==> src/sv/psl2_gf343_matrix_unit_assert.svh <==
// ----------------------------------------------------------------------------
// psl2 assertion macros
// Implication checks shared by the matrix unit modules.
// ----------------------------------------------------------------------------
`ifndef PSL2_GF343_MATRIX_UNIT_ASSERT_SVH
`define PSL2_GF343_MATRIX_UNIT_ASSERT_SVH

// same-cycle implication
`define PSL2_IMPLY(lbl, ante, cons) \
    lbl: assert property (@(posedge clk) disable iff (!rst_n) (ante) |-> (cons)) \
        else $error("psl2 check failed");

// next-cycle implication
`define PSL2_NEXT(lbl, ante, cons) \
    lbl: assert property (@(posedge clk) disable iff (!rst_n) (ante) |=> (cons)) \
        else $error("psl2 check failed");

`endif

==> src/sv/psl2_pkg.sv <==
// ----------------------------------------------------------------------------
// psl2_pkg
// Types, constants and GF(7^3) digit arithmetic for the matrix unit.
// ----------------------------------------------------------------------------
package psl2_pkg;

    localparam int EXP_BITS = 16;
    localparam int EXP_W    = 16;
    localparam int LOOP_N   = (EXP_BITS < EXP_W) ? EXP_BITS : EXP_W;
    localparam int BIT_W    = (LOOP_N > 1) ? $clog2(LOOP_N) : 1;
    localparam logic [EXP_W-1:0] EXP_MASK =
        (EXP_BITS >= EXP_W) ? {EXP_W{1'b1}} : EXP_W'((64'd1 << EXP_BITS) - 64'd1);
    localparam logic [8:0] INV_EXP = 9'd341;

    // three base-7 digits, index 0 is the constant term
    typedef logic [2:0][2:0] gf_t;

    typedef enum logic [1:0] {
        REQ_MUL  = 2'd0,
        REQ_INV  = 2'd1,
        REQ_POW  = 2'd2,
        REQ_TEST = 2'd3
    } req_t;

    typedef enum logic [1:0] {
        ST_OK       = 2'd0,
        ST_ZERO     = 2'd1,
        ST_SINGULAR = 2'd2
    } status_t;

    localparam gf_t GF_ZERO = '0;
    localparam gf_t GF_ONE  = {3'd0, 3'd0, 3'd1};
    localparam gf_t [3:0] MAT_IDENT = {GF_ONE, GF_ZERO, GF_ZERO, GF_ONE};

    typedef struct packed {
        req_t             req;
        gf_t [3:0]        left;
        gf_t [3:0]        right;
        logic [EXP_W-1:0] exponent;
    } job_t;

    typedef struct packed {
        gf_t [3:0] m;
        status_t   status;
        logic      ident;
    } result_t;

    function automatic logic [8:0] div7(input logic [8:0] x);
        logic [19:0] p;
        p = 20'(x) * 20'd293;
        return p[19:11];
    endfunction

    function automatic logic [2:0] mod7(input logic [8:0] x);
        logic [8:0]  q;
        logic [11:0] r;
        q = div7(x);
        r = 12'(x) - 12'(q) * 12'd7;
        return r[2:0];
    endfunction

    function automatic gf_t gf_norm(input logic [8:0] v);
        logic [8:0] q7;
        logic [8:0] q49;
        gf_t        n;
        q7   = div7(v);
        q49  = div7(q7);
        n[0] = mod7(v);
        n[1] = mod7(q7);
        n[2] = mod7(q49);
        return n;
    endfunction

    function automatic logic [8:0] gf_enc(input gf_t a);
        return 9'(a[0]) + 9'(a[1]) * 9'd7 + 9'(a[2]) * 9'd49;
    endfunction

    function automatic logic [2:0] dig_add(input logic [2:0] x, input logic [2:0] y);
        logic [3:0] s;
        s = {1'b0, x} + {1'b0, y};
        return (s >= 4'd7) ? 3'(s - 4'd7) : s[2:0];
    endfunction

    function automatic gf_t gf_add(input gf_t a, input gf_t b);
        gf_t s;
        for (int i = 0; i < 3; i++)
        begin
            s[i] = dig_add(a[i], b[i]);
        end
        return s;
    endfunction

    function automatic gf_t gf_neg(input gf_t a);
        gf_t n;
        for (int i = 0; i < 3; i++)
        begin
            n[i] = (a[i] == 3'd0) ? 3'd0 : 3'(4'd7 - {1'b0, a[i]});
        end
        return n;
    endfunction

    function automatic logic [8:0] pm(input logic [2:0] x, input logic [2:0] y);
        return 9'(x) * 9'(y);
    endfunction

    function automatic gf_t gf_mul(input gf_t a, input gf_t b);
        logic [8:0] c0;
        logic [8:0] c1;
        logic [8:0] c2;
        c0 = pm(a[0], b[0]) + ((pm(a[1], b[2]) + pm(a[2], b[1])) << 1);
        c1 = pm(a[0], b[1]) + pm(a[1], b[0]) + (pm(a[2], b[2]) << 1);
        c2 = pm(a[0], b[2]) + pm(a[1], b[1]) + pm(a[2], b[0]);
        return {mod7(c2), mod7(c1), mod7(c0)};
    endfunction

endpackage

==> src/sv/psl2_gfmul.sv <==
// ----------------------------------------------------------------------------
// psl2_gfmul
// Shared GF(7^3) multiply-accumulate unit with a registered product.
// ----------------------------------------------------------------------------
module psl2_gfmul
    import psl2_pkg::*;
(
    input  logic clk,
    input  logic en,
    input  logic acc_en,
    input  gf_t  op_a,
    input  gf_t  op_b,
    output gf_t  prod
);

    gf_t prod_reg;
    gf_t prod_next;
    gf_t mul_val;

    assign mul_val   = gf_mul(op_a, op_b);
    assign prod_next = acc_en ? gf_add(mul_val, prod_reg) : mul_val;
    assign prod      = prod_reg;

    always_ff @(posedge clk)
    begin
        if (en)
        begin
            prod_reg <= prod_next;
        end
    end

endmodule

==> src/sv/psl2_core.sv <==
// ----------------------------------------------------------------------------
// psl2_core
// Sequencer for matrix products, adjugate, power and canonical scaling.
// ----------------------------------------------------------------------------
`include "psl2_gf343_matrix_unit_assert.svh"

module psl2_core
    import psl2_pkg::*;
(
    input  logic    clk,
    input  logic    rst_n,
    input  logic    start,
    input  job_t    job,
    output logic    idle,
    output logic    done,
    input  logic    ack,
    output result_t result
);

    typedef enum logic [3:0] {
        S_IDLE, S_DET, S_DETCHK, S_MM, S_MMW, S_PBIT, S_PSQ, S_CANON,
        S_INVLD, S_INVSQ, S_INVMU, S_INVST, S_SCALE, S_DONE
    } state_t;

    state_t           state_reg;
    req_t             req_reg;
    logic [EXP_W-1:0] exp_reg;
    status_t          status_reg;
    logic [3:0]       cnt_reg;
    logic [BIT_W-1:0] bit_reg;
    logic             sq_reg;
    gf_t [3:0]        r_reg;
    gf_t [3:0]        m_reg;
    gf_t [2:0]        t_reg;
    gf_t              piv_reg;
    gf_t              inv_reg;

    logic mul_en;
    logic acc_en;
    gf_t  op_a;
    gf_t  op_b;
    gf_t  prod;
    gf_t  piv;
    logic piv_found;

    psl2_gfmul u_mul (
        .clk    (clk),
        .en     (mul_en),
        .acc_en (acc_en),
        .op_a   (op_a),
        .op_b   (op_b),
        .prod   (prod)
    );

    always_comb
    begin
        op_a   = GF_ZERO;
        op_b   = GF_ZERO;
        acc_en = 1'b0;
        mul_en = 1'b0;
        unique case (state_reg)
            S_DET:
            begin
                mul_en = 1'b1;
                if (!cnt_reg[0])
                begin
                    op_a = r_reg[0];
                    op_b = r_reg[3];
                end
                else
                begin
                    op_a   = r_reg[1];
                    op_b   = gf_neg(r_reg[2]);
                    acc_en = 1'b1;
                end
            end
            S_MM:
            begin
                mul_en = 1'b1;
                op_a   = sq_reg ? m_reg[{cnt_reg[2], cnt_reg[0]}]
                                : r_reg[{cnt_reg[2], cnt_reg[0]}];
                op_b   = m_reg[{cnt_reg[0], cnt_reg[1]}];
                acc_en = cnt_reg[0];
            end
            S_INVLD:
            begin
                mul_en = 1'b1;
                op_a   = piv_reg;
                op_b   = GF_ONE;
            end
            S_INVSQ:
            begin
                mul_en = 1'b1;
                op_a   = prod;
                op_b   = prod;
            end
            S_INVMU:
            begin
                mul_en = 1'b1;
                op_a   = prod;
                op_b   = piv_reg;
            end
            S_SCALE:
            begin
                mul_en = 1'b1;
                op_a   = inv_reg;
                op_b   = r_reg[cnt_reg[1:0]];
            end
            default:
            begin
            end
        endcase
    end

    always_comb
    begin
        piv_found = 1'b1;
        priority if (r_reg[0] != GF_ZERO) piv = r_reg[0];
        else if (r_reg[1] != GF_ZERO)     piv = r_reg[1];
        else if (r_reg[2] != GF_ZERO)     piv = r_reg[2];
        else if (r_reg[3] != GF_ZERO)     piv = r_reg[3];
        else
        begin
            piv       = GF_ZERO;
            piv_found = 1'b0;
        end
    end

    always_ff @(posedge clk or negedge rst_n)
    begin
        if (!rst_n)
        begin
            state_reg <= S_IDLE;
            cnt_reg   <= '0;
            bit_reg   <= '0;
            sq_reg    <= 1'b0;
        end
        else
        begin
            unique case (state_reg)
                S_IDLE:
                begin
                    if (start)
                    begin
                        req_reg    <= job.req;
                        exp_reg    <= job.exponent & EXP_MASK;
                        status_reg <= ST_OK;
                        cnt_reg    <= '0;
                        bit_reg    <= '0;
                        sq_reg     <= 1'b0;
                        unique case (job.req)
                            REQ_MUL:
                            begin
                                r_reg     <= job.left;
                                m_reg     <= job.right;
                                state_reg <= S_MM;
                            end
                            REQ_INV:
                            begin
                                r_reg     <= job.left;
                                state_reg <= S_DET;
                            end
                            REQ_POW, REQ_TEST:
                            begin
                                r_reg     <= MAT_IDENT;
                                m_reg     <= job.left;
                                state_reg <= S_PBIT;
                            end
                        endcase
                    end
                end
                S_DET:
                begin
                    cnt_reg <= cnt_reg + 4'd1;
                    if (cnt_reg[0])
                    begin
                        state_reg <= S_DETCHK;
                    end
                end
                S_DETCHK:
                begin
                    if (prod == GF_ZERO)
                    begin
                        status_reg <= ST_SINGULAR;
                        r_reg      <= '0;
                        state_reg  <= S_DONE;
                    end
                    else
                    begin
                        r_reg[0]  <= r_reg[3];
                        r_reg[1]  <= gf_neg(r_reg[1]);
                        r_reg[2]  <= gf_neg(r_reg[2]);
                        r_reg[3]  <= r_reg[0];
                        state_reg <= S_CANON;
                    end
                end
                S_MM:
                begin
                    cnt_reg <= cnt_reg + 4'd1;
                    if (cnt_reg != 4'd0 && !cnt_reg[0])
                    begin
                        t_reg[cnt_reg[2:1] - 2'd1] <= prod;
                    end
                    if (cnt_reg == 4'd7)
                    begin
                        state_reg <= S_MMW;
                    end
                end
                S_MMW:
                begin
                    if (sq_reg)
                    begin
                        m_reg     <= {prod, t_reg[2], t_reg[1], t_reg[0]};
                        state_reg <= S_PBIT;
                    end
                    else
                    begin
                        r_reg     <= {prod, t_reg[2], t_reg[1], t_reg[0]};
                        state_reg <= (req_reg == REQ_MUL) ? S_CANON : S_PSQ;
                    end
                end
                S_PBIT:
                begin
                    cnt_reg <= '0;
                    sq_reg  <= 1'b0;
                    if (exp_reg[bit_reg])
                    begin
                        state_reg <= S_MM;
                    end
                    else
                    begin
                        state_reg <= S_PSQ;
                    end
                end
                S_PSQ:
                begin
                    if (bit_reg == BIT_W'(LOOP_N - 1))
                    begin
                        state_reg <= S_CANON;
                    end
                    else
                    begin
                        bit_reg   <= bit_reg + 1'b1;
                        sq_reg    <= 1'b1;
                        cnt_reg   <= '0;
                        state_reg <= S_MM;
                    end
                end
                S_CANON:
                begin
                    if (!piv_found)
                    begin
                        status_reg <= ST_ZERO;
                        state_reg  <= S_DONE;
                    end
                    else
                    begin
                        piv_reg   <= piv;
                        state_reg <= S_INVLD;
                    end
                end
                S_INVLD:
                begin
                    cnt_reg   <= 4'd7;
                    state_reg <= S_INVSQ;
                end
                S_INVSQ:
                begin
                    if (INV_EXP[cnt_reg[2:0]])
                    begin
                        state_reg <= S_INVMU;
                    end
                    else if (cnt_reg == 4'd0)
                    begin
                        state_reg <= S_INVST;
                    end
                    else
                    begin
                        cnt_reg <= cnt_reg - 4'd1;
                    end
                end
                S_INVMU:
                begin
                    if (cnt_reg == 4'd0)
                    begin
                        state_reg <= S_INVST;
                    end
                    else
                    begin
                        cnt_reg   <= cnt_reg - 4'd1;
                        state_reg <= S_INVSQ;
                    end
                end
                S_INVST:
                begin
                    inv_reg   <= prod;
                    cnt_reg   <= '0;
                    state_reg <= S_SCALE;
                end
                S_SCALE:
                begin
                    cnt_reg <= cnt_reg + 4'd1;
                    if (cnt_reg != 4'd0)
                    begin
                        r_reg[cnt_reg[1:0] - 2'd1] <= prod;
                    end
                    if (cnt_reg == 4'd4)
                    begin
                        state_reg <= S_DONE;
                    end
                end
                S_DONE:
                begin
                    if (ack)
                    begin
                        state_reg <= S_IDLE;
                    end
                end
            endcase
        end
    end

    assign idle          = (state_reg == S_IDLE);
    assign done          = (state_reg == S_DONE);
    assign result.m      = r_reg;
    assign result.status = status_reg;
    assign result.ident  = (req_reg == REQ_TEST) &&
                           ((exp_reg == '0) || (status_reg == ST_OK && r_reg == MAT_IDENT));

    `PSL2_IMPLY(a_singular_inv, done && result.status == ST_SINGULAR, req_reg == REQ_INV)
    `PSL2_IMPLY(a_ident_test, done && result.ident, req_reg == REQ_TEST)
    `PSL2_NEXT(a_start_busy, start && idle, !idle)

endmodule

==> src/sv/psl2_gf343_matrix_unit.sv <==
// ----------------------------------------------------------------------------
// psl2_gf343_matrix_unit
// Projective 2x2 matrix unit over GF(7^3), top level.
// ----------------------------------------------------------------------------
// A request word (req_valid/req_ready) carries the type, the left and right
// matrices and the exponent. One result word (res_valid/res_ready) follows
// each request with the canonical matrix, status and identity flag.
// Requests are served one at a time on a single shared field multiplier;
// req_ready is high only while the sequencer is idle.
// Steps from accept to res_valid:
//   multiply: 8 products, inversion by a^341, 4 scalings
//   inverse:  determinant, adjugate, scaling
//   power/test: square-and-multiply over the exponent bits, then scaling;
//   the multiplier runs one field product per cycle while it is enabled.
// The result sits in an output register; a new request is accepted while it
// waits. If the receiver stalls, the next finished result waits in the
// sequencer until the register frees up.
// Reset clears the sequencer to idle and empties the output register.
// ----------------------------------------------------------------------------
`include "psl2_gf343_matrix_unit_assert.svh"

module psl2_gf343_matrix_unit
    import psl2_pkg::*;
(
    input  logic             clk,
    input  logic             rst_n,
    input  logic             req_valid,
    output logic             req_ready,
    input  logic [1:0]       req_type,
    input  logic [8:0]       left_a,
    input  logic [8:0]       left_b,
    input  logic [8:0]       left_c,
    input  logic [8:0]       left_d,
    input  logic [8:0]       right_a,
    input  logic [8:0]       right_b,
    input  logic [8:0]       right_c,
    input  logic [8:0]       right_d,
    input  logic [EXP_W-1:0] exponent,
    output logic             res_valid,
    input  logic             res_ready,
    output logic [8:0]       res_a,
    output logic [8:0]       res_b,
    output logic [8:0]       res_c,
    output logic [8:0]       res_d,
    output logic [1:0]       status,
    output logic             is_identity
);

    job_t    job;
    result_t result;
    logic    start;
    logic    core_idle;
    logic    core_done;
    logic    out_load;
    logic    res_zero;

    logic       res_valid_reg;
    logic [8:0] res_a_reg;
    logic [8:0] res_b_reg;
    logic [8:0] res_c_reg;
    logic [8:0] res_d_reg;
    logic [1:0] status_reg;
    logic       ident_reg;

    assign job.req      = req_t'(req_type);
    assign job.left     = {gf_norm(left_d), gf_norm(left_c), gf_norm(left_b), gf_norm(left_a)};
    assign job.right    = {gf_norm(right_d), gf_norm(right_c),
                           gf_norm(right_b), gf_norm(right_a)};
    assign job.exponent = exponent;

    assign req_ready = core_idle;
    assign start     = req_valid && req_ready;
    assign out_load  = core_done && (!res_valid_reg || res_ready);

    psl2_core u_core (
        .clk    (clk),
        .rst_n  (rst_n),
        .start  (start),
        .job    (job),
        .idle   (core_idle),
        .done   (core_done),
        .ack    (out_load),
        .result (result)
    );

    always_ff @(posedge clk or negedge rst_n)
    begin
        if (!rst_n)
        begin
            res_valid_reg <= 1'b0;
        end
        else if (out_load)
        begin
            res_valid_reg <= 1'b1;
        end
        else if (res_ready)
        begin
            res_valid_reg <= 1'b0;
        end
    end

    always_ff @(posedge clk)
    begin
        if (out_load)
        begin
            res_a_reg  <= gf_enc(result.m[0]);
            res_b_reg  <= gf_enc(result.m[1]);
            res_c_reg  <= gf_enc(result.m[2]);
            res_d_reg  <= gf_enc(result.m[3]);
            status_reg <= 2'(result.status);
            ident_reg  <= result.ident;
        end
    end

    assign res_valid   = res_valid_reg;
    assign res_a       = res_a_reg;
    assign res_b       = res_b_reg;
    assign res_c       = res_c_reg;
    assign res_d       = res_d_reg;
    assign status      = status_reg;
    assign is_identity = ident_reg;

    assign res_zero = ((res_a | res_b | res_c | res_d) == 9'd0) && !is_identity;

    `PSL2_NEXT(a_accept_busy, req_valid && req_ready, !req_ready)
    `PSL2_IMPLY(a_zero_clear, res_valid && status == 2'(ST_ZERO), res_zero)
    `PSL2_IMPLY(a_sing_clear, res_valid && status == 2'(ST_SINGULAR), res_zero)

endmodule

==> config.mk <==
export PLATFORM = sky130hd
export DESIGN_NAME = psl2_gf343_matrix_unit
export DESIGN_NICKNAME = d
export VERILOG_FILES = /design/src/sv/psl2_pkg.sv /design/src/sv/psl2_gfmul.sv /design/src/sv/psl2_core.sv /design/src/sv/psl2_gf343_matrix_unit.sv
export VERILOG_INCLUDE_DIRS = /design/src /design/src/sv
export SDC_FILE = /design/constraint.sdc
export NUM_CORES = 2
export LEC_CHECK = 0
export ABC_AREA = 1
export BUFFER_PORTS_ARGS = -buffer_cell sky130_fd_sc_hd__buf_2
export CORE_AREA = 5 5 301 303
export CTS_CLUSTER_SIZE = 28
export DETAILED_ROUTE_END_ITERATION = 7
export DIE_AREA = 0 0 306 308
export GPL_ROUTABILITY_DRIVEN = 0
export SLEW_MARGIN = 10
export SYNTH_ARGS = -nofsm -noshare
export SYNTH_HDL_FRONTEND = slang
export SYNTH_SLANG_ARGS = --single-unit
==> constraint.sdc <==
create_clock -name clk -period 20.7 [get_ports clk]
set_clock_uncertainty 0.05 [all_clocks]
set_input_delay 4.14 -clock clk [delete_from_list [all_inputs] [get_ports clk]]
set_output_delay 4.14 -clock clk [all_outputs]
set_load 0.05 [all_outputs]
# After elaboration in Yosys (flattened, before gate mapping)
# Memories as Yosys holds them, arrays and structs flattened.
# Cells that the tools add are included.
[word_totals]
regBits = 199
mem_bits_ro = 8
input_bits = 94
out_inout_bits = 41
wordCells = 371
memories = 1
[classes]
n_addsub = 58
multipliers = 71
magnitude_cmp = 12
eq_ne = 35
mux = 85
reduce_logical = 53
[mem_list]
columns = ["memory", "depth", "width", "rd", "rd_ports_with_merged_regs", "write_ports", "line_no", "rtl"]
rows = [
  ["(no name shown)", 8, 1, 1, 0, 0, "psl2_core.sv:269", "if (INV_EXP[cnt_reg[2:0]])"],
]
[ops]
columns = ["operator", "n"]
rows = [
  ["$mux W36", 6],
  ["$pmux W36 S2", 3],
  ["$mul A9 B9 Y18 const B", 9],
  ["$pmux W36 S4", 1],
  ["$mul A7 B9 Y16 const B", 8],
  ["$mux W9", 14],
  ["$mul A5 B9 Y14 const B", 8],
  ["$sub A3 B3 Y3", 27],
  ["$bmux W9 S2", 4],
  ["$mul A7 B3 Y3 const B", 9],
  ["$mux W4", 14],
  ["$pmux W4 S14", 1],
  ["$mul A3 B3 Y6", 9],
  ["$pmux W9 S6", 1],
  ["$pmux W9 S5", 1],
  ["$mul A5 B3 Y3 const B", 8],
  ["$add A7 B9 Y9", 4],
  ["$bwmux W36", 1],
  ["$demux W9 S2", 2],
  ["$eq A36 B28 Y1 const B", 1],
  ["$mul A3 B6 Y9 const B", 4],
  ["$mux W3", 12],
  ["$reduce_bool A9 Y1", 4],
  ["$mul A8 B9 Y17 const B", 2],
  ["other kinds (58)", 161],
]

# Logic depth before layout (Yosys ltp)
[depth]
ltp_word = 14
mapped_depth = 62
ltp_nobuf = 62

# By module
# From an unflattened synthesis, not the netlist that was laid out.
[unflattened]
cells_unflattened = 4657
area_unflattened_um2 = 39172.6
[modules_own_cells]
columns = ["module", "instances", "cells_each", "area_each_um2", "seq_area_each_um2"]
rows = [
  ["psl2_gf343_matrix_unit", 1, 2691, 23376.2, 1196.1],
  ["psl2_core", 1, 1151, 9535.4, 4439.3],
  ["psl2_gfmul", 1, 815, 6261.0, 270.3],
]

# Least setup slack after synthesis
# No wires, ideal clock.
[synth_timing]
path_kind = "input to register"
start = "input port left_b[6]"
end = "register u_core.m_reg[17] (netlist name), data pin"
setup_time_ps = 253
t_arrival_ps = 12445
required_ps = 20397
slack_ps = 7951
cell_stages = 46
path_buffers = 0
path_cell_list = "ha_1 ha_1 inv_1 fa_1 fa_1 inv_1 ha_1 nand2_1 o21a_1 nand3_1 nand2_1 o21ai_0 a21oi_1 xor2_1 ha_1 inv_1 fa_1 inv_1 [... 10 more ...] o31ai_1 xor2_1 ha_1 ha_1 ha_1 nand2_1 or4_1 nor2_1 nand3_1 nor3b_1 ha_1 fa_1 xor2_1 nand3_1 nand2_1 nand2_1 nand3_1 nand2_1"
[synth_via]
elab_chain_cells = 8
[synth_rtl]
columns = ["item", "line_no", "rtl"]
rows = [
  ["start: declaration", "psl2_gf343_matrix_unit.sv:31", "input logic [8:0] left_b,"],
  ["$mul A9 B9 Y18 (*)", "psl2_pkg.sv:50", "p = 20'(x) * 20'd293;"],
  ["$mul A7 B9 Y16 (*)", "psl2_pkg.sv:50", ""],
  ["$mul A5 B9 Y14", "psl2_pkg.sv:50", ""],
  ["$mul A3 B1 Y3", "psl2_pkg.sv:58", "r = 12'(x) - 12'(q) * 12'd7;"],
  ["$sub A3 B3 Y3 (*)", "psl2_pkg.sv:58", ""],
  ["$pmux W36 S2 (*)", "psl2_core.sv:151", "unique case (job.req)"],
  ["$mux W36 (*)", "psl2_core.sv:143", "if (start)"],
  ["$pmux W36 S2 (*)", "psl2_core.sv:140", "unique case (state_reg)"],
  ["end signal: assignment", "psl2_core.sv:155", "m_reg <= job.right;"],
  ["end signal: assignment", "psl2_core.sv:166", "m_reg <= job.left;"],
  ["end signal: assignment", "psl2_core.sv:213", "m_reg <= {prod, t_reg[2], t_reg[1], t_reg[0]};"],
  ["end: declaration", "psl2_core.sv:33", "gf_t [3:0] m_reg;"],
]
# Mark *: on every way between the ends. The rest lies on a longest branch, timed or not. The select of a mux whose other input is x is not followed.
# A chain may end at the register's enable or synchronous reset.

# Final worst setup path
[layout_timing]
start = "input port left_a[6]"
end = "register u_core.m_reg[8] (netlist name), data pin"
[layout_via]
elab_chain_cells = 8
[layout_rtl]
columns = ["item", "line_no", "rtl"]
rows = [
  ["start: declaration", "psl2_gf343_matrix_unit.sv:30", "input logic [8:0] left_a,"],
  ["$mul A9 B9 Y18 (*)", "psl2_pkg.sv:50", ""],
  ["$mul A7 B9 Y16 (*)", "psl2_pkg.sv:50", ""],
  ["$mul A5 B9 Y14", "psl2_pkg.sv:50", ""],
  ["$mul A3 B1 Y3", "psl2_pkg.sv:58", ""],
  ["$sub A3 B3 Y3 (*)", "psl2_pkg.sv:58", ""],
  ["$pmux W36 S2 (*)", "psl2_core.sv:151", ""],
  ["$mux W36 (*)", "psl2_core.sv:143", ""],
  ["$pmux W36 S2 (*)", "psl2_core.sv:140", ""],
]
# Marked as above.

==> flow_metrics.tcl <==
set metrics [dict create \
    synth_edf_count 185 \
    core-area_mm2 0.0877 \
    slowest_delay_ns 0.79 \
    seq_area_frac_synth_pct 15.5 \
    setup_viol 0 \
    wl_per_cell_um 16.5 \
    portBuffers 134 \
    grt_start_max_net_pins 71 \
    clock_latency_ns 0.48 \
    cp-start-kind "input port" \
    postRouteAntennaNets 0 \
    clkSlewWorstSetupHoldPaths_ns 0.07 \
    ys_types 67 \
    fin_nets 6044 \
    die_y_um 308 \
    r2r-start "u_core.cnt_reg[0]$_DFFE_PN0P_" \
    grt_pass1_vias 30000 \
    drtIter0Drc 2640 \
    async_flop_share_pct 7.04 \
    fin_crit_sh_pct 64.6 \
    postCtsHoldBufs 0 \
    synth_flop_cell "edfxtp_1" \
    grt_setup_unrepaired "no" \
    drc_errors 1 \
    synthCells 4555 \
    period_minus_slack_ns 13.36 \
    critPathRequiredTime_ns 20.87 \
    multi_input_area_mm2 0.0284 \
    relSlewSlack_pct 22.6 \
    synth_most_common_cell "ha_1" \
    grtUsageTotal_pct 20.4 \
    synth_fp_nets 5913 \
    cp-end-kind "flip-flop" \
    min_path_type "flip-flop to flip-flop" \
    place_inst 5832 \
    drv_cap 0 \
    grt_overflow 0 \
    clock.fmax_mhz 74.8 \
    fp.dieArea_mm2 0.0942 \
    syn_avg_cell_area_um2 8.35 \
    grt_pass1_wl_mm 158 \
    synthTopCellsByArea "ha_1 (35%), edfxtp_1 (15%), fa_1 (10%), inv_1 (9.1%), nand2_1 (7.0%)" \
    vias_per_cell 5.29 \
    cts_setup_buffers 0 \
    fin_cells 5865 \
    register_area_mm2 0.00591 \
    hold_viol 0 \
    violations "DRC" \
    worstHoldEndpoint "status[1]$_DFFE_PP_" \
    crit_path_top_delay_cell "o41ai_1" \
    cts_resized 0 \
    drv_slew 0 \
    post-synth-top-area-fraction_pct 35.2 \
    dr.pass1.iters 8 \
    min_path_cells 0 \
    hpwl_mm 79.5 \
    ys_ff_latch 199 \
    die_width_um 306 \
    r2r_cells 57 \
    timing.rr.end "u_core.u_mul.prod[1]$_DFFE_PP_" \
    antenna_found_initial 1 \
    cts_made_buffers 17 \
    start_util_pct 43.4 \
    path_common_cell "nand2_1" \
    n_fill_cell 8541 \
    root_buffer "clkbuf_16" \
    worst_pin_slew_ns 1.16 \
    htreeDepth 4 \
    worst-path-max-fanout 4 \
    holdWs_ns 0.448 \
    synth.cell_area_mm2 0.0380 \
    yosysTopAreaCell "ha_1" \
    clock-sinks 199 \
    cts_tree "done" \
    num_rows 109 \
    pin_count 135 \
    r2r_setup_slack_ns 7.53 \
    min_from "u_core.status_reg[1]$_SDFFCE_PN0P_" \
    crit_type "input port to flip-flop" \
    synthTopCellsByCount "ha_1 (1,070), inv_1 (924), nand2_1 (712)" \
    synthToLayoutAreaGrowth_pct 7.45 \
    drive_above_1_share_pct 5.28 \
    crit_arrival_ns 13.53 \
    clock_path_buffers 2 \
    yosys_warnings 0 \
    status "complete, but fails checks" \
    tns_ns 0 \
    vias 31000 \
    wl_mm 96.9 \
]
-- through the flow --
stage	utilization (%)	cell area (µm²)	worst slack [ns]
after global placement	45.9	40300	7.04
after detailed placement	45.9	40300	6.85
after floorplan	-	38000	7.95
after global routing	46.6	40900	6.55
after CTS	46.6	40900	7.38
final	46.6	40900	7.34
-- metal layers --
metal	GRT usage, %	part of all wire [%]	vias to the layer above
met5	0	0	-
met1	27.8	44	14300
met2	33.2	44	1044
met4	5.91	3.4	0
li1	-	-	15500
met3	3.97	8.8	185
-- layout by cell type, fill, tap and decap left out, types with 18 or more instances in the layout --
cell type and instances:
xnor2_1 96, nand4_1 45, o2111ai_1 29, fa_1 194, a21o_1 18, o21ai_0 244
o211ai_1 30, nand2_1 712, a21oi_1 206, inv_1 924, nor2_1 205, o22ai_1 18
xor2_1 130, edfxtp_1 185, buf_2 134, nand3_1 132, a221oi_1 28, ha_1 1070
buf_4 35, nor3_1 27
-- worst max path at each step --
stage                         start                           to
final                     left_a[6]    u_core.m_reg[8]$_DFFE_PP_
after global routing      left_a[6]    u_core.m_reg[8]$_DFFE_PP_
after CTS                 left_a[6]    u_core.m_reg[8]$_DFFE_PP_
after detailed placement  left_a[6]    u_core.m_reg[8]$_DFFE_PP_
after global placement    left_d[6]  u_core.result[38]$_DFFE_PP_
after floorplan           left_b[6]   u_core.m_reg[17]$_DFFE_PP_
-- final cells by class --
cell class | count | area share [%]
tap | 1165 | 3.57
multi-input combinational | 3361 | 69.6
clock inverter | 11 | 0.395
antenna | 1 | 0.00612
sequential | 199 | 14.4
inverter | 938 | 8.62
clock buffer | 21 | 1.10
timing repair buffer | 169 | 2.28
-- logic make-up (layout without fill, tap and decap cells) --
family	Yosys count	in the layout	synth area share (%)
XOR/XNOR	227	227	5.25
AND/OR/NAND/NOR	1194	1194	13.3
adder cells (fa/ha/maj)	1264	1264	45.4
buffers and inverters	995	1139	9.85
flip-flops	199	199	15.5
AO/OA/AOI/OAI	676	676	10.7
other	0	1	0
-- worst max-delay path: cells and delay by family --
family / cells / cell delay [ns]
fa+ha+maj: 15 / 4.77
compound gates: 7 / 1.98
simple gates: 16 / 1.53
buf+inv: 9 / 0.61
xor+xnor: 2 / 0.52
Power is not shown: default switching activity piles up to over one toggle a cycle in this logic, so the estimate is an artifact.
